==> src/sssf_pkg.sv <==
// ----------------------------------------------------------------------------
// sssf_pkg
// Shared types, constants and glyph decoder for the seven-segment formatter.
// ----------------------------------------------------------------------------
package sssf_pkg;

    localparam int DIGITS   = 4;
    localparam int CODE_W   = 4;
    localparam int BIN_W    = 14;                  // holds up to 9999
    localparam int BCD_W    = DIGITS * CODE_W;
    localparam int SCAN_W   = 2;
    localparam int SEG_W    = 7;
    localparam int DATA_W   = 32;

    localparam logic [CODE_W-1:0] BLANK_CODE = 4'd15;
    localparam logic [CODE_W-1:0] ZERO_CODE  = 4'd0;
    localparam logic [BIN_W-1:0]  VALUE_SAT  = 14'd9999;
    localparam logic [DIGITS-1:0] TEMP_POINT = 4'b0100;  // point on digit 2
    localparam logic [DIGITS-1:0] NO_POINT   = 4'b0000;

    typedef enum logic [1:0] {
        CMD_SCAN  = 2'd0,
        CMD_TEMP  = 2'd1,
        CMD_PRESS = 2'd2,
        CMD_PROBE = 2'd3
    } cmd_t;

    // One request travelling down the conversion chain.
    typedef struct packed {
        logic              valid;
        cmd_t              cmd;
        logic [BCD_W-1:0]  bcd;
        logic [BIN_W-1:0]  bin;
    } item_t;

    // Digit code to segments g..a, active high; codes above 9 are dark.
    function automatic logic [SEG_W-1:0] glyph(input logic [CODE_W-1:0] code);
        logic [SEG_W-1:0] seg;
        case (code)
            4'd0:    seg = 7'h3F;
            4'd1:    seg = 7'h06;
            4'd2:    seg = 7'h5B;
            4'd3:    seg = 7'h4F;
            4'd4:    seg = 7'h66;
            4'd5:    seg = 7'h6D;
            4'd6:    seg = 7'h7D;
            4'd7:    seg = 7'h07;
            4'd8:    seg = 7'h7F;
            4'd9:    seg = 7'h6F;
            default: seg = 7'h00;
        endcase
        return seg;
    endfunction

endpackage

==> src/sssf_if.sv <==
// ----------------------------------------------------------------------------
// sssf_if
// Valid/ready channels for requests into and results out of the formatter.
// ----------------------------------------------------------------------------
interface sssf_in_if;
    logic               valid;
    logic               ready;
    logic [1:0]         cmd;
    logic signed [31:0] temp_centi;
    logic [31:0]        pressure_hpa;

    modport source (output valid, output cmd, output temp_centi,
                    output pressure_hpa, input ready);
    modport sink   (input valid, input cmd, input temp_centi,
                    input pressure_hpa, output ready);
endinterface

interface sssf_out_if;
    logic       valid;
    logic       ready;
    logic [6:0] segments_n;
    logic       point_n;
    logic [3:0] digit_enable_n;

    modport source (output valid, output segments_n, output point_n,
                    output digit_enable_n, input ready);
    modport sink   (input valid, input segments_n, input point_n,
                    input digit_enable_n, output ready);
endinterface

==> src/sssf_front.sv <==
// ----------------------------------------------------------------------------
// sssf_front
// Entry stage: magnitude, saturation to 9999, and launch into the BCD chain.
// ----------------------------------------------------------------------------
module sssf_front
(
    input  logic                          clk,
    input  logic                          rst_n,
    input  logic                          advance,
    input  logic                          req_valid,
    input  logic [1:0]                    cmd,
    input  logic signed [sssf_pkg::DATA_W-1:0] temp_centi,
    input  logic [sssf_pkg::DATA_W-1:0]   pressure_hpa,
    output sssf_pkg::item_t               item
);
    import sssf_pkg::*;

    logic [DATA_W-1:0] mag;
    logic [DATA_W-1:0] raw;
    logic [BIN_W-1:0]  value;
    item_t             item_reg;
    item_t             item_next;

    // Two's complement magnitude; the most negative value wraps to 2^31.
    assign mag = temp_centi[DATA_W-1] ? (~DATA_W'(temp_centi) + DATA_W'(1))
                                      : DATA_W'(temp_centi);

    assign raw   = (cmd_t'(cmd) == CMD_PRESS) ? pressure_hpa : mag;
    // Temperature saturation at 99.9 falls out of dropping the ones digit
    // of a 9999-saturated value.
    assign value = (raw > DATA_W'(VALUE_SAT)) ? VALUE_SAT : raw[BIN_W-1:0];

    always_comb
    begin
        item_next = item_reg;
        if (advance)
        begin
            item_next.valid = req_valid;
            item_next.cmd   = cmd_t'(cmd);
            item_next.bcd   = '0;
            item_next.bin   = value;
        end
    end

    always_ff @(posedge clk or negedge rst_n)
    begin
        if (!rst_n)
            item_reg <= '0;
        else
            item_reg <= item_next;
    end

    assign item = item_reg;

endmodule

==> src/sssf_dd_cell.sv <==
// ----------------------------------------------------------------------------
// sssf_dd_cell
// One double-dabble step: add-3 on large digits, shift in one binary bit.
// ----------------------------------------------------------------------------
module sssf_dd_cell
(
    input  logic            clk,
    input  logic            rst_n,
    input  logic            advance,
    input  sssf_pkg::item_t prev,
    output sssf_pkg::item_t item
);
    import sssf_pkg::*;

    logic [BCD_W-1:0] adj;
    item_t            item_reg;
    item_t            item_next;

    always_comb
    begin
        for (int d = 0; d < DIGITS; d++)
        begin
            if (prev.bcd[d*CODE_W +: CODE_W] >= CODE_W'(5))
                adj[d*CODE_W +: CODE_W] = prev.bcd[d*CODE_W +: CODE_W] + CODE_W'(3);
            else
                adj[d*CODE_W +: CODE_W] = prev.bcd[d*CODE_W +: CODE_W];
        end
    end

    always_comb
    begin
        item_next = item_reg;
        if (advance)
        begin
            item_next.valid = prev.valid;
            item_next.cmd   = prev.cmd;
            item_next.bcd   = {adj[BCD_W-2:0], prev.bin[BIN_W-1]};
            item_next.bin   = {prev.bin[BIN_W-2:0], 1'b0};
        end
    end

    always_ff @(posedge clk or negedge rst_n)
    begin
        if (!rst_n)
            item_reg <= '0;
        else
            item_reg <= item_next;
    end

    assign item = item_reg;

endmodule

==> src/sssf_display.sv <==
// ----------------------------------------------------------------------------
// sssf_display
// Display state, format commit, scan counter and result output register.
// ----------------------------------------------------------------------------
module sssf_display
(
    input  logic            clk,
    input  logic            rst_n,
    input  sssf_pkg::item_t item,
    output logic            advance,
    sssf_out_if.source      res
);
    import sssf_pkg::*;

    logic [CODE_W-1:0] codes_reg [DIGITS];
    logic [CODE_W-1:0] codes_next [DIGITS];
    logic [DIGITS-1:0] point_reg,  point_next;
    logic [SCAN_W-1:0] scan_reg,   scan_next;
    logic              valid_reg,  valid_next;
    logic [SEG_W-1:0]  seg_reg,    seg_next;
    logic              pt_reg,     pt_next;
    logic [DIGITS-1:0] en_reg,     en_next;

    // bcd digits, most significant first
    logic [CODE_W-1:0] thou, hund, tens, ones;

    assign thou = item.bcd[4*CODE_W-1:3*CODE_W];
    assign hund = item.bcd[3*CODE_W-1:2*CODE_W];
    assign tens = item.bcd[2*CODE_W-1:CODE_W];
    assign ones = item.bcd[CODE_W-1:0];

    assign advance = !valid_reg || res.ready;

    always_comb
    begin
        codes_next = codes_reg;
        point_next = point_reg;
        scan_next  = scan_reg;
        seg_next   = seg_reg;
        pt_next    = pt_reg;
        en_next    = en_reg;
        valid_next = valid_reg;
        if (advance)
        begin
            valid_next = 1'b0;
            if (item.valid)
            begin
                unique case (item.cmd) inside
                    CMD_SCAN:
                    begin
                        valid_next = 1'b1;
                        seg_next   = ~glyph(codes_reg[scan_reg]);
                        pt_next    = ~point_reg[scan_reg];
                        en_next    = ~(DIGITS'(1) << scan_reg);
                        scan_next  = scan_reg + SCAN_W'(1);
                    end
                    CMD_TEMP, CMD_PROBE:
                    begin
                        codes_next[0] = (item.cmd == CMD_PROBE) ? ZERO_CODE : BLANK_CODE;
                        codes_next[1] = thou;
                        codes_next[2] = hund;
                        codes_next[3] = tens;
                        point_next    = TEMP_POINT;
                    end
                    CMD_PRESS:
                    begin
                        codes_next[0] = thou;
                        codes_next[1] = hund;
                        codes_next[2] = tens;
                        codes_next[3] = ones;
                        point_next    = NO_POINT;
                    end
                    default:
                    begin
                        valid_next = 1'b0;
                    end
                endcase
            end
        end
    end

    always_ff @(posedge clk or negedge rst_n)
    begin
        if (!rst_n)
        begin
            for (int i = 0; i < DIGITS; i++)
                codes_reg[i] <= BLANK_CODE;
            point_reg <= NO_POINT;
            scan_reg  <= '0;
            valid_reg <= 1'b0;
        end
        else
        begin
            codes_reg <= codes_next;
            point_reg <= point_next;
            scan_reg  <= scan_next;
            valid_reg <= valid_next;
        end
    end

    always_ff @(posedge clk)
    begin
        seg_reg <= seg_next;
        pt_reg  <= pt_next;
        en_reg  <= en_next;
    end

    assign res.valid          = valid_reg;
    assign res.segments_n     = seg_reg;
    assign res.point_n        = pt_reg;
    assign res.digit_enable_n = en_reg;

endmodule

==> src/seven_segment_scan_formatter.sv <==
// ----------------------------------------------------------------------------
// seven_segment_scan_formatter
// Four-digit multiplexed seven-segment driver with number formatting.
// ----------------------------------------------------------------------------
//  channel | dir | payload                                   | per request
//  --------+-----+-------------------------------------------+-----------------
//  req     | in  | cmd, temp_centi, pressure_hpa             | every request
//  res     | out | segments_n, point_n, digit_enable_n       | scan ticks only
//
//  Throughput is one request per cycle while res is not stalled. Every
//  request walks the same 16-stage chain (entry stage, 14 double-dabble
//  cells, commit/output register), registered at each stage, so format
//  and scan requests keep their order. A stalled result on res holds the
//  whole chain, and req.ready drops with it. Reset clears all valid bits,
//  blanks the digits, clears the points and sets scan to digit 0.
// ----------------------------------------------------------------------------
module seven_segment_scan_formatter
(
    input  logic       clk,
    input  logic       rst_n,
    sssf_in_if.sink    req,
    sssf_out_if.source res
);
    import sssf_pkg::*;

    // chain[0] is the entry stage; chain[BIN_W] holds finished BCD digits
    item_t chain [BIN_W+1];
    logic  advance;

    // The whole chain moves together whenever the output register is free.
    assign req.ready = advance;

    // Magnitude and 9999 saturation, registered into the first link.
    sssf_front u_front
    (
        .clk          (clk),
        .rst_n        (rst_n),
        .advance      (advance),
        .req_valid    (req.valid),
        .cmd          (req.cmd),
        .temp_centi   (req.temp_centi),
        .pressure_hpa (req.pressure_hpa),
        .item         (chain[0])
    );

    // One binary bit per cell, MSB first; after the last cell the bcd
    // field carries thousands..ones of the saturated value.
    for (genvar i = 0; i < BIN_W; i++)
    begin : g_cell
        sssf_dd_cell u_cell
        (
            .clk     (clk),
            .rst_n   (rst_n),
            .advance (advance),
            .prev    (chain[i]),
            .item    (chain[i+1])
        );
    end

    // Format requests update the digit store here; scan ticks read it.
    sssf_display u_display
    (
        .clk     (clk),
        .rst_n   (rst_n),
        .item    (chain[BIN_W]),
        .advance (advance),
        .res     (res)
    );

endmodule

==> src/flat_wrapper.sv <==
// flat-port wrapper written by rule: the top's interface ports become plain ports
module seven_segment_scan_formatter_flat import sssf_pkg::*;
  (clk, rst_n, req_valid, req_cmd, req_temp_centi, req_pressure_hpa, req_ready, res_valid, res_segments_n, res_point_n, res_digit_enable_n, res_ready);
  sssf_in_if req_i ();
  sssf_out_if res_i ();
  input  logic clk;
  input  logic rst_n;
  input wire logic [$bits(req_i.valid)-1:0] req_valid;
  input wire logic [$bits(req_i.cmd)-1:0] req_cmd;
  input wire logic [$bits(req_i.temp_centi)-1:0] req_temp_centi;
  input wire logic [$bits(req_i.pressure_hpa)-1:0] req_pressure_hpa;
  output wire logic [$bits(req_i.ready)-1:0] req_ready;
  output wire logic [$bits(res_i.valid)-1:0] res_valid;
  output wire logic [$bits(res_i.segments_n)-1:0] res_segments_n;
  output wire logic [$bits(res_i.point_n)-1:0] res_point_n;
  output wire logic [$bits(res_i.digit_enable_n)-1:0] res_digit_enable_n;
  input wire logic [$bits(res_i.ready)-1:0] res_ready;
  assign req_i.valid = req_valid;
  assign req_i.cmd = req_cmd;
  assign req_i.temp_centi = req_temp_centi;
  assign req_i.pressure_hpa = req_pressure_hpa;
  assign req_ready = req_i.ready;
  assign res_valid = res_i.valid;
  assign res_segments_n = res_i.segments_n;
  assign res_point_n = res_i.point_n;
  assign res_digit_enable_n = res_i.digit_enable_n;
  assign res_i.ready = res_ready;
  seven_segment_scan_formatter u_core (.clk(clk), .rst_n(rst_n), .req(req_i), .res(res_i));
endmodule
==> config.mk <==
export PLATFORM = sky130hd
export DESIGN_NAME = seven_segment_scan_formatter_flat
export DESIGN_NICKNAME = d
export VERILOG_FILES = /design/src/sssf_pkg.sv /design/src/sssf_if.sv /design/src/sssf_front.sv /design/src/sssf_dd_cell.sv /design/src/sssf_display.sv /design/src/seven_segment_scan_formatter.sv /design/src/flat_wrapper.sv
export SDC_FILE = /design/constraint.sdc
export NUM_CORES = 1
export LEC_CHECK = 0
export BUFFER_PORTS_ARGS = -buffer_cell sky130_fd_sc_hd__buf_4
export CAP_MARGIN = 30
export CORE_ASPECT_RATIO = 2
export CORE_MARGIN = 5
export CORE_UTILIZATION = 60
export DETAILED_ROUTE_END_ITERATION = 8
export GPL_TIMING_DRIVEN = 0
export PLACE_DENSITY = 0.75
export SKIP_CTS_REPAIR_TIMING = 1
export SYNTH_ARGS = -nofsm -noshare
export SYNTH_HDL_FRONTEND = slang
export SYNTH_HIERARCHICAL = 1
export SYNTH_SLANG_ARGS = --single-unit
==> constraint.sdc <==
create_clock -name clk -period 4.59 [get_ports clk]
set_input_delay 1.377 -clock clk [delete_from_list [all_inputs] [get_ports clk]]
set_output_delay 1.377 -clock clk [all_outputs]
set_load 0.05 [all_outputs]
After elaboration in Yosys (flattened, before gate mapping)

Memories as Yosys holds them, arrays and structs flattened.
Cells that the tools add are included.

$add $sub $neg: 48
$lt $le $gt $ge: 49
Equality and inequality tests: 4
Shifts and indexed selects: 1
Muxes and demuxes: 62
Bitwise operators: 5
Reductions and logical operators: 7

Operator list:

| cell                  | number |
|---|---|
| $ge 4x3->1 const B    | 42 |
| $mux 4                | 36 |
| $add 4x2->4 const B   | 33 |
| $mux 32               | 2 |
| $mux 3                | 13 |
| $add 32x2->32 const B | 1 |
| $gt 32x14->1 const B  | 1 |
| $not 32->32           | 1 |
| $pmux 16 s2           | 1 |
| $add 3x2->3 const B   | 9 |
| $mux 7                | 3 |
| $mux 14               | 1 |
| $add 1x2->3 const B   | 4 |
| $ge 1x3->1 const B    | 4 |
| $bmux 4 s2            | 1 |
| $pmux 4 s2            | 1 |
| $not 7->7             | 1 |
| $eq 2x2->1 const B    | 3 |
| $reduce_and 3->1      | 2 |
| $not 4->4             | 1 |
| $shl 1x2->4 const A   | 1 |
| $ge 3x3->1 const B    | 1 |
| $lt 2x3->1 const B    | 1 |
| $mux 1                | 3 |
| other kinds (10)      | 10 |

Register bits after elaboration: 373
ROM bits: 112
Input bits: 70
Output and inout port bits: 14
Logic and storage cells: 245
Memories kept: 1

Memories:

| name             | words | bits a word | read ports | clocked after memory_dff | wr ports | line           | RTL |
|---|---|---|---|---|---|---|---|
| (name not given) | 16    | 7           | 1          | 0                        | 0        | sssf_pkg.sv:39 | `case (code)` |

Depth between registers and ports, before layout

Gate-level depths: netlist of the first run.
An unclocked memory read counts as a cell.

Word-level depth: 9
Mapped depth: 13
Mapped depth without buffers: 10

Modules after synthesis

Netlist of the first run, hierarchy kept.

Modules (own cells, without submodules):

| module       | times used | cells an instance | area each (µm²) | seq. area each (µm²) |
|---|---|---|---|---|
| sssf_dd_cell | 14         | 149               | 1700.4          | 800.8 |
| sssf_front   | 1          | 265               | 1953.1          | 425.4 |
| sssf_display | 1          | 122               | 1707.9          | 880.8 |

Worst setup path after synthesis of the first run

No wires, ideal clock.

Path type: input-to-reg
Start point: in res_ready
End point: reg u_core.u_front.item_reg, in the netlist u_core/u_front/item[10]
Library setup time: 0.131 ns
Data arrival time: 5.144 ns
Setup slack: -0.685 ns
Stages: 8
Path through: nand2b_1 > inv_1 > or4_1 > or4_1 > o31a_1 > nor3_2 > buf_4 > a21oi_1

Longest elaborated chain between the ends: 1

RTL lines:

| element              | line               | RTL |
|---|---|---|
| start, declared      | flat_wrapper.sv:17 | `input wire logic [$bits(res_i.ready)-1:0] res_ready;` |
| $logic_or 1x1->1     | sssf_display.sv:32 | `assign advance = !valid_reg \|\| res.ready;` |
| end signal, assigned | sssf_front.sv:50   | `item_reg <= item_next;` |
| end, declared        | sssf_front.sv:21   | `item_t item_reg;` |

Every way passes these cells.
A chain may end at the register's enable or synchronous reset.

Worst setup path after layout of the first run

Start point: in req_temp_centi[0]
End point: reg u_core.u_front.item_reg, in the netlist u_core/u_front/item[3]

Longest elaborated chain between the ends: 6

RTL lines:

| element         | line               | RTL |
|---|---|---|
| start, declared | flat_wrapper.sv:10 | `input wire logic [$bits(req_i.temp_centi)-1:0] req_temp_centi;` |
| $not 32->32     | sssf_front.sv:25   | `assign mag = temp_centi[DATA_W-1] ? (~DATA_W'(temp_centi) + DATA_W'(1))` |
| $add 32x2->32   | sssf_front.sv:25   |  |
| $mux 32 *       | sssf_front.sv:25   |  |
| $mux 32 *       | sssf_front.sv:28   | `assign raw = (cmd_t'(cmd) == CMD_PRESS) ? pressure_hpa : mag;` |
| $gt 32x14->1    | sssf_front.sv:31   | `assign value = (raw > DATA_W'(VALUE_SAT)) ? VALUE_SAT : raw[BIN_W-1:0];` |
| $mux 14 *       | sssf_front.sv:31   |  |

Every way passes the cells marked *; elsewhere a longest branch is shown, timed or not.

==> results of run 1 <==
-- metrics by stage --
step | setup TNS [ns] | instance area (µm²)
final | 0 | 26830
after global routing | 0 | 26830
after global placement | -637.15 | 25330
after floorplan | 0 | 24070
after detailed placement | -4.176 | 25450
after CTS | 0 | 26830
-- how the worst max path moves through the flow --
| stage | endpoint | slack, ns | cells after the start |
|---|---|---|---|
| after floorplan | u_core/u_front/item[10]$_DFFE_PN0P_ | 0.33 | 8 |
| after global placement | u_core/g_cell[0].u_cell/item[28]$_DFFE_PN0P_ | -1.72 | 1 |
| after detailed placement | u_core/u_front/item[3]$_DFFE_PN0P_ | -0.36 | 14 |
| after CTS | u_core/u_front/item[3]$_DFFE_PN0P_ | 0.22 | 14 |
| after global routing | u_core/u_front/item[3]$_DFFE_PN0P_ | 0.03 | 14 |
| final | u_core/u_front/item[3]$_DFFE_PN0P_ | 0.09 | 14 |
-- power breakdown --
group / leakage, nW / switching (W) / internal [W]
Clock: 0.665 / 0.00143 / 0.00203
Combinational: 6.06 / 0.00398 / 0.00394
Sequential: 4.66 / 0.00165 / 0.00497
-- routing by layer --
| metal | vias to the layer above | share of wire | wire [µm] |
|---|---|---|---|
| met5 | - | 0 | 0 |
| met4 | 0 | 0.062 | 3503 |
| met3 | 189 | 0.028 | 1603 |
| met2 | 415 | 0.58 | 32930 |
| met1 | 8778 | 0.33 | 18470 |
| li1 | 8608 | - | - |
-- area by class of cell --
cell class	instances	area (µm²)	share of cell area
buffer	106	1011	0.03768
clock buffer	53	1089	0.04057
inverter	146	548.0	0.02043
clock inverter	17	287.8	0.01073
multi-input combinational	1620	12270	0.4574
sequential	406	10240	0.3817
timing repair buffer	85	725.7	0.02705
tap	525	656.9	0.02448
-- placed cells by master (no fill, tap or decap), types with 18 or more instances in the layout --
| cell type | instances |
|---|---|
| or3_1 | 33 |
| mux2_2 | 98 |
| buf_4 | 98 |
| nand2b_1 | 44 |
| inv_1 | 131 |
| clkbuf_1 | 19 |
| nor3b_1 | 57 |
| a31oi_1 | 102 |
| o311ai_1 | 42 |
| a2111o_1 | 58 |
| mux2_1 | 78 |
| ha_1 | 122 |
| nor2_1 | 141 |
| a211o_1 | 43 |
| nand2_1 | 133 |
| a31o_1 | 42 |
| buf_2 | 32 |
| a2bb2oi_1 | 31 |
| o21ai_0 | 18 |
| a21oi_1 | 133 |
| clkbuf_16 | 39 |
| dfrtp_1 | 378 |
| nor2b_1 | 134 |
| nand3_1 | 19 |
| o21ai_2 | 42 |
==> results.md, run 1 <==
- Status: finished clean
- Fillers: 3106
- Later-pin clock latency in the skew report: ~0.55 ns
- Post-route ant nets: 0
- Die Span Y: 292.9 µm
- Clock buffer depth: 3
- Dpl ws: -0.3550 ns
- Peak supply drop: 0.3731 mV
- Met2 Usage GRT: 0.5203
- Slowest stage delay, CP: approximately 0.55 ns
- Share of layout cells above drive strength 1: 0.1862
- Worst setup margin: ~0.095 ns
- CTS Sinks: between 400 and 500
- Post-Layout Cell Count: 2958
- Class of the worst hold path: reg2reg
- Worst Hold End: u_core/g_cell[0].u_cell/item[12]$_DFFE_PN0P_
- FF-to-FF Start: u_core/u_display/res.valid$_DFFE_PN0N_
- Worst-path clk slew: roughly 0.060 ns
- Dpl cells: roughly 2900
- Worst path cell trace: buf_4 -> inv_1 -> ha_1 -> or3b_2 -> clkbuf_1 -> or4_1 -> buf_2 -> nor3b_1 -> a21oi_1 -> o41ai_1 -> a31oi_1 -> nor3_2 -> buf_4 -> a21oi_1
- Synth Instances: ~2300
- Req. time, crit path: about 5.0 ns
- Post-layout nets: between 2000 and 3000
- Fmax: 222.4 MHz
- Hold Crit Depth: 1
- Ant diodes: 0
- Die Wd: 151.4 µm
- Mean Syn Cell Area: between 10 and 15 µm²
- Rel. slew slack: 0.4325
- # DRC: 0
- Fin. max-slew vios: 0
- Min-Delay Startpoint: u_core/g_cell[0].u_cell/item[12]$_DFFE_PN0P_
- GRT overflow: 0
- Port Buffers: between 80 and 90
- Core Box Area: just under 40000 µm²
- Crit path max-delay cell type: o41ai_1
- Drt wl/cell: roughly 19 µm
- Fin Clk Skew: 0.01271 ns
- R2R depth: 9
- WP data arrival: ~4.9 ns
- R2R setup slack: roughly 1.6 ns
- Post-Route WL: about 57000 µm
- Max reg flops: roughly 360
- Vias: about 18000
- Hold slack final: between 0.4 and 0.5 ns
- CTS tree: yes
- Root Driver: clkbuf_16
- Pre-antenna DRT Iters: 5
- Final period utilization: 0.9794
- Crit path buf inv count: 5
- H-tree Lvls: 2
- Initial antenna violation count: 0
- CTS buffer count: 38
- Core Util, Final: 0.6781
- Critical path startpoint: req_temp_centi[0]
- Crit Path Category: in2reg
- All-Layer GR Usage: 0.2576
- Post-DP HPWL: ~42000 µm
- Io pins: between 80 and 90
- RSZ-0062 raised after global routing: false
- Fin. Hold Viols: 0
- DR iter-0 viols: around 700
- # rows: ~100
- Initial core utilization: 0.6068
- Met3 GRT Util: 0.02941
- Maxcap violations: 0
- Final GP Congestion: around 0.91
- GRT busiest layer: met2
- Number of global-route vias before repair: 19240
- Global-route track usage on met1: 0.2350
- Syn-to-layout area delta: 11.76%
- PD cells: approximately 670 nW/µm²
- Delay-heaviest family, CP: simple AND/OR/NAND/NOR gates
- Critical path fanouts, max: 10
- Vias per cell: approximately 6.1
- Least-Margin Pin Slew: between 0.8 and 0.9 ns
- Endpoint class of the critical path: flop
- Post-Syn Area: between 20000 and 25000 µm²
- First-pass GRT wire length: between 90000 and 100000 µm
- Largest net degree at the start of global routing: ~120
- Tmin final: roughly 4.5 ns
- YS warnings: 6
- Final setup vio count: 0
- Startpoint Class: primary input
- Reg2reg end: u_core/u_front/item[3]$_DFFE_PN0P_
- Pwr Total: 0.01800 W
- Static Leak: 11.38 nW
- Full die area: 44350 µm²
No activity file was read; power rests on OpenSTA's default activity.
==> run 2, diff against run 1 <==
Settings changed: BUFFER_PORTS_ARGS -buffer_cell sky130_fd_sc_hd__buf_4 to not set, DONT_BUFFER_PORTS set to 1, PLACE_DENSITY 0.75 to 0.74.
==> run 2 against run 1 <==
Sequential power increased by 2%. Die area stayed put. Global-route usage shrank 0.68 points. Flip-flop and latch count unchanged. Power decreased by 2.5%. Register-to-register slack worse by 0.39 ns. Clock power decreased by 5%. Final area down 2.9%. Hold slack about the same. Clock-buffer cell count down 3. Via count fell by 2.1%. Sequential share of layout area up 1.1 points.
==> results.md, run 2 (same netlist as run 1, synthesis figures left out) <==
- Fin. Hold Viols: 0 (unchanged)
- Endpoint class of the critical path: flop
- Fmax: 230.5 MHz (+3.6%)
- Vias per cell: 6.125 (+0.71%)
- Switching pwr: 0.006883 W (-2.5%)
- CTS buffer count: 38 (unchanged)
- All-Layer GR Usage: 0.2508 (-0.006802)
- Root Driver: clkbuf_16
- Status: finished clean
- Share of layout cells above drive strength 1: 0.1588 (-0.02740)
- H-tree Lvls: 2 (unchanged)
- Max reg flops: 357 (unchanged)
- Pwr Total: 0.01755 W (-2.5%)
- Post-Route WL: 55110 µm (-2.5%)
- Clock buffer depth: 3 (unchanged)
- Sw frac: 0.3922 (about the same)
- Static Leak: 10.94 nW (-3.9%)
- Full die area: 44350 µm² (unchanged)
- Fillers: 3192 (+2.8%)
- Crit Path Category: in2reg
- Cell area after layout: 26060 µm² (-2.9%)
- Worst-path clk slew: 0.06 ns (about the same)
- DR iter-0 viols: 734 (+5.3%)
- Class of the worst hold path: reg2reg
- Dpl cells: 2804 (-2.9%)
- Placed cell area: 24760 µm² (-2.7%)
- Initial antenna violation count: 0 (unchanged)
- GRT overflow: 0 (unchanged)
- # DRC: 0 (unchanged)
- Maxcap violations: 0 (unchanged)
- Sequential power share: 0.384 (+0.016)
- Min-Delay Startpoint: u_core/g_cell[4].u_cell/item[30]$_DFFE_PN0P_
- Rel. slew slack: 0.2794 (-0.1531)
- Core Box Area: 39560 µm² (unchanged)
- Crit path max-delay cell type: o41ai_1
- # rows: 103 (unchanged)
- Logic pwr share: 0.430 (-0.010)
- Sequential cell area: 10240 µm² (unchanged)
- Number of global-route vias before repair: 18980 (-1.4%)
- Syn-to-layout area delta: 8.558%
- Post-Layout Cell Count: 2874 (-2.8%)
- Most frequent cells in the layout: dfrtp_1 (378), nor2_1 (141), nor2b_1 (134), a21oi_1 (133), nand2_1 (133)
- Die Wd: 151.4 µm (unchanged)
- Hold slack final: 0.4815 ns (+0.0003620 ns)
- FF-to-FF Start: u_core/u_display/res.valid$_DFFE_PN0N_
- Critical path fanouts, max: 10 (unchanged)
- WP data arrival: 4.77 ns (-0.15 ns)
- Slowest stage delay, CP: 0.54 ns (about the same)
- Least-Margin Pin Slew: 1.081 ns (+0.2374 ns)
- Die Span Y: 292.9 µm (unchanged)
- Peak supply drop: 0.3284 mV (-12%)
- Commonest non-fill, non-tap cell in the layout: dfrtp_1
- Worst path cell trace: inv_1 -> ha_1 -> or3b_2 -> clkbuf_1 -> or4_1 -> buf_2 -> nor3b_1 -> a21oi_1 -> o41ai_1 -> a31oi_1 -> nor3_2 -> buf_4 -> a21oi_1
- Post-route ant nets: 0 (unchanged)
- Initial core utilization: 0.6068 (unchanged)
- Final GP Congestion: 0.9304 (+2.4%)
- Pint: 0.01067 W (-2.5%)
- PD cells: 673.4 nW/µm² (+0.37%)
- Io pins: 84 (unchanged)
- Critical path startpoint: req_temp_centi[0]
- Later-pin clock latency in the skew report: 0.55 ns (about the same)
- CTS tree: yes
- Startpoint Class: primary input
- Final setup vio count: 0 (unchanged)
- Post-DP HPWL: 40840 µm (-3.2%)
- RSZ-0062 raised after global routing: false
- Port Buffers: 0 (-100%)
- Req. time, crit path: 5.02 ns (about the same)
- Largest net degree at the start of global routing: 395 (+220%)
- Drt wl/cell: 19.18 µm (+0.38%)
- Tmin final: 4.339 ns (-0.1561 ns)
- Post-layout nets: 2511 (-3.2%)
- Clock share of power: 0.186 (-0.006)
- First-pass GRT wire length: 90740 µm (-2.5%)
- Final period utilization: 0.9454 (-0.03402)
- CTS Sinks: 406 (unchanged)
- Ant diodes: 0 (unchanged)
- Fin Clk Skew: 0.01289 ns (+0.0001820 ns)
- Footprint of the multi-input gates: 12270 µm² (unchanged)
- Pre-antenna DRT Iters: 4 (-1)
- Most Frequent Cell on Critical Path: a21oi_1
- Vias: 17600 (-2.1%)
- Fin. max-slew vios: 0 (unchanged)
-- run 2: cell count changes in the layout (fill, tap and decap cells not counted), sizes merged --
cell      change
inv           +1
buf          -84
bufinv        -3
clkinvlp      -3
clkbuf        -3
clkinv        +8
-- run 2: metal layers --
| layer | vias up | global-route usage | share of wire |
|---|---|---|---|
| met5 | - | 0 | 0 |
| met4 | 0 | 0.1628 | 0.070 |
| met3 | 217 | 0.03065 | 0.032 |
| met2 | 389 | 0.4943 | 0.57 |
| met1 | 8568 | 0.2303 | 0.33 |
| li1 | 8430 | - | - |
-- run 2: cell type report --
cell class / count / share of cell area
inverter: 146 / 0.02103
sequential: 406 / 0.3929
clock inverter: 20 / 0.008834
clock buffer: 50 / 0.04129
timing repair buffer: 1 / 0.001056
buffer: 106 / 0.03879
multi-input combinational: 1620 / 0.4709
tap: 525 / 0.02521
-- run 2: metrics by stage --
step / TNS (ns) / setup slack [ns] / utilization
floorplan: 0 / 0.3252 / -
global placement: -10.73 / -0.8472 / 0.6249
detailed placement: -2.229 / -0.2264 / 0.6257
CTS: 0 / 0.3514 / 0.6587
global route: 0 / 0.2204 / 0.6587
finish: 0 / 0.2507 / 0.6587
-- run 2: path summary, 6_finish.rpt --
kind	depth (start not counted)	end	slack, ns
setup / recovery	13	u_core/u_front/item[1]$_DFFE_PN0P_	0.25
hold / removal	1	u_core/g_cell[4].u_cell/item[30]$_DFFE_PN0P_	0.48
setup reg to reg	9	u_core/u_front/item[1]$_DFFE_PN0P_	1.20
hold reg to reg	1	u_core/g_cell[4].u_cell/item[30]$_DFFE_PN0P_	0.48
max in group asynchronous	0	u_core/g_cell[8].u_cell/item[28]$_DFFE_PN0P_	3.18
min in group asynchronous	0	u_core/g_cell[12].u_cell/item[25]$_DFFE_PN0P_	0.52
-- run 2: critical path: cells and delay by family --
family | cells | cell delay (ns)
and+or+nand+nor | 4 | 1.52
AOI/OAI and AO/OA | 4 | 0.97
buffers and inverters | 4 | 0.72
adders and majority gates | 1 | 0.17
-- run 2: power groups by stage --
stage | registers [W] | logic, W | clock network (W)
6_report | 0.00674 | 0.00754 | 0.00327
5_1_grt | 0.00695 | 0.00832 | 0.00350
4_1_cts | 0.00674 | 0.00751 | 0.00336
3_5_place_dp | 0.00678 | 0.00743 | 0
3_3_place_gp | 0.00669 | 0.00712 | 0
2_1_floorplan | 0.00625 | 0.00613 | 0
==> run 3, diff against run 2 <==
Settings changed: CELL_PAD_IN_SITES_DETAIL_PLACEMENT set to 1, CELL_PAD_IN_SITES_GLOBAL_PLACEMENT set to 1, CORE_UTILIZATION 60 to 54, PLACE_DENSITY 0.74 to 0.81, SKIP_CTS_REPAIR_TIMING 1 to not set.
==> run 3 against run 2 <==
Global-route usage grew 2.0 points. Clock-buffer cell count grew 1. Final area grew 0.55%. Worst setup slack gained 0.029 ns. Critical path type unchanged. Highest routed layer unchanged.
==> results.md, run 3 (same netlist as run 1, synthesis figures left out) <==
- # rows: 109 (+5.8%)
- Post-DP HPWL: 48340 µm (+18%)
- CTS buffer count: 39 (+2.6%)
- Final setup vio count: 0 (unchanged)
- CTS Sinks: 406 (unchanged)
- Fin Clk Skew: 0.02899 ns (+0.01610 ns)
- Full die area: 49030 µm² (+11%)
- Vias: 18400 (+4.5%)
- Least-Margin Pin Slew: 1.094 ns (+0.01276 ns)
- CTS tree: yes
- DR iter-0 viols: 616 (-16%)
- H-tree Lvls: 2 (unchanged)
- Post-CTS setup buffers: 0
- Dpl ws: -0.3836 ns (-0.1572 ns)
- Class of the worst hold path: reg2reg
- Crit Path Category: in2reg
- Number of global-route vias before repair: 20910 (+10%)
- All-Layer GR Usage: 0.2711 (+0.02027)
- Reg2reg end: u_core/u_front/item[10]$_DFFE_PN0P_
- Peak supply drop: 0.2864 mV (-13%)
- Tmin final: 4.310 ns (-0.02919 ns)
- Hold Crit Depth: 1 (unchanged)
- Clock buffer depth: 3 (unchanged)
- # DRC: 0 (unchanged)
- WP data arrival: 4.73 ns (-0.04 ns)
- Post-layout nets: 2512 (+0.040%)
- Port Buffers: 0 (unchanged)
- Core Util, Final: 0.5949 (-0.06383)
- Crit path max-delay cell type: o41ai_2
- Max reg flops: 357 (unchanged)
- Placed cell area: 24790 µm² (+0.15%)
- Min-Delay Startpoint: u_core/g_cell[9].u_cell/item[12]$_DFFE_PN0P_
- Worst setup margin: 0.2799 ns (+0.02919 ns)
- FF-to-FF Start: u_core/u_display/res.valid$_DFFE_PN0N_
- Final GP Congestion: 0.9298 (about the same)
- Die Wd: 159.1 µm (+5.1%)
- Initial core utilization: 0.5450 (-0.06180)
- Slowest stage delay, CP: 0.49 ns (-0.05 ns)
- Static Leak: 10.99 nW (+0.40%)
- Rel. slew slack: 0.2709 (-0.008507)
- Fin. Hold Viols: 0 (unchanged)
- Largest net degree at the start of global routing: 395 (unchanged)
- Critical path fanouts, max: 10 (unchanged)
- Fmax: 232.0 MHz (+0.68%)
- Most Frequent Cell on Critical Path: a21oi_1
- Worst Hold End: u_core/g_cell[9].u_cell/item[12]$_DFFE_PN0P_
- Status: finished clean
- Cell area after layout: 26210 µm² (+0.55%)
- Syn-to-layout area delta: 9.157%
- First-pass GRT wire length: 109100 µm (+20%)
- GRT overflow: 0 (unchanged)
- Req. time, crit path: 5.01 ns (about the same)
- Pre-antenna DRT Iters: 5 (+1)
- Later-pin clock latency in the skew report: 0.56 ns (about the same)
- PD cells: 700.5 nW/µm² (+4.0%)
- Endpoint class of the critical path: flop
- Maxcap violations: 0 (unchanged)
- Commonest non-fill, non-tap cell in the layout: dfrtp_1
- # hold bufs at CTS: 0
- R2R setup slack: 1.15 ns (-0.05 ns)
- Post-Route WL: 68110 µm (+24%)
- CTS resizes: 0
- RSZ-0062 raised after global routing: false
- Final period utilization: 0.9390 (-0.006360)
- Most frequent cells in the layout: dfrtp_1 (378), nor2_1 (141), nor2b_1 (134), a21oi_1 (133), nand2_1 (133)
- Startpoint Class: primary input
- Die Span Y: 308.2 µm (+5.2%)
- Worst path cell trace: inv_1 -> ha_1 -> or3b_2 -> clkbuf_1 -> or4_1 -> buf_2 -> nor3b_1 -> a21oi_1 -> o41ai_2 -> a31oi_1 -> nor3_2 -> buf_4 -> a21oi_1
- Worst-path clk slew: 0.07 ns (about the same)
- Core Box Area: 44050 µm² (+11%)
- Vias per cell: 6.336 (+3.4%)
- Initial antenna violation count: 0 (unchanged)
- Io pins: 84 (unchanged)
- Root Driver: clkbuf_16
- Drt wl/cell: 23.45 µm (+22%)
- R2R depth: 9 (unchanged)
- Fin. max-slew vios: 0 (unchanged)
- Share of layout cells above drive strength 1: 0.1601 (+0.001277)
- Post-route ant nets: 0 (unchanged)
- Ant diodes: 0 (unchanged)
-- run 3: worst max-delay path: cells and delay by family --
family	cells	cell delay (ns)
adder cells (fa/ha/maj)	1	0.17
AND/OR/NAND/NOR	4	1.54
buffers and inverters	4	0.69
AO/OA/AOI/OAI	4	0.94
-- run 3: worst max-delay path by stage --
stage | start | endpoint | slack [ns] | cells past startpoint
finish | req_temp_centi[0] | u_core/u_front/item[10]$_DFFE_PN0P_ | 0.28 | 13
global route | req_temp_centi[0] | u_core/u_front/item[10]$_DFFE_PN0P_ | 0.13 | 13
CTS | req_temp_centi[0] | u_core/u_front/item[10]$_DFFE_PN0P_ | 0.16 | 13
detailed placement | req_temp_centi[0] | u_core/u_front/item[10]$_DFFE_PN0P_ | -0.38 | 13
global placement | res_ready | u_core/u_front/item[10]$_DFFE_PN0P_ | -0.93 | 8
floorplan | res_ready | u_core/u_front/item[10]$_DFFE_PN0P_ | 0.33 | 8
-- run 3: layout make-up --
cell class,count,area [µm²]
clock inverters,19,261.5
repair buffers,1,27.53
plain buffers,106,1011
clock buffers,51,1144
fillers,4728,17850
flip-flops and latches,406,10240
well taps,555,694.4
inverters,146,548.0
multi-input cells,1620,12280
-- run 3: report_power, final --
group / internal, W / switching [W] / leakage, nW
Sequential: 0.00497 / 0.00188 / 4.66
Clock: 0.00206 / 0.00152 / 0.695
Combinational: 0.00387 / 0.00406 / 5.64
-- run 3: per-layer routing --
metal	global-route usage	vias up	part of all wire
li1	-	8428	-
met1	0.2335	9312	0.32
met2	0.5709	415	0.59
met3	0.03008	246	0.027
met4	0.1636	0	0.068
met5	0	-	0
-- run 3: stage by stage --
step                      instances  hold slack, ns  power (W)  TNS (ns)
after floorplan                2278          0.4493    0.01238         0
after global placement         2833          0.4621    0.01392    -12.06
after detailed placement       2834          0.4728    0.01457    -4.502
after CTS                      2904          0.4884    0.01841         0
after global routing           2904          0.4967    0.01946         0
final                          2904          0.4838    0.01836         0
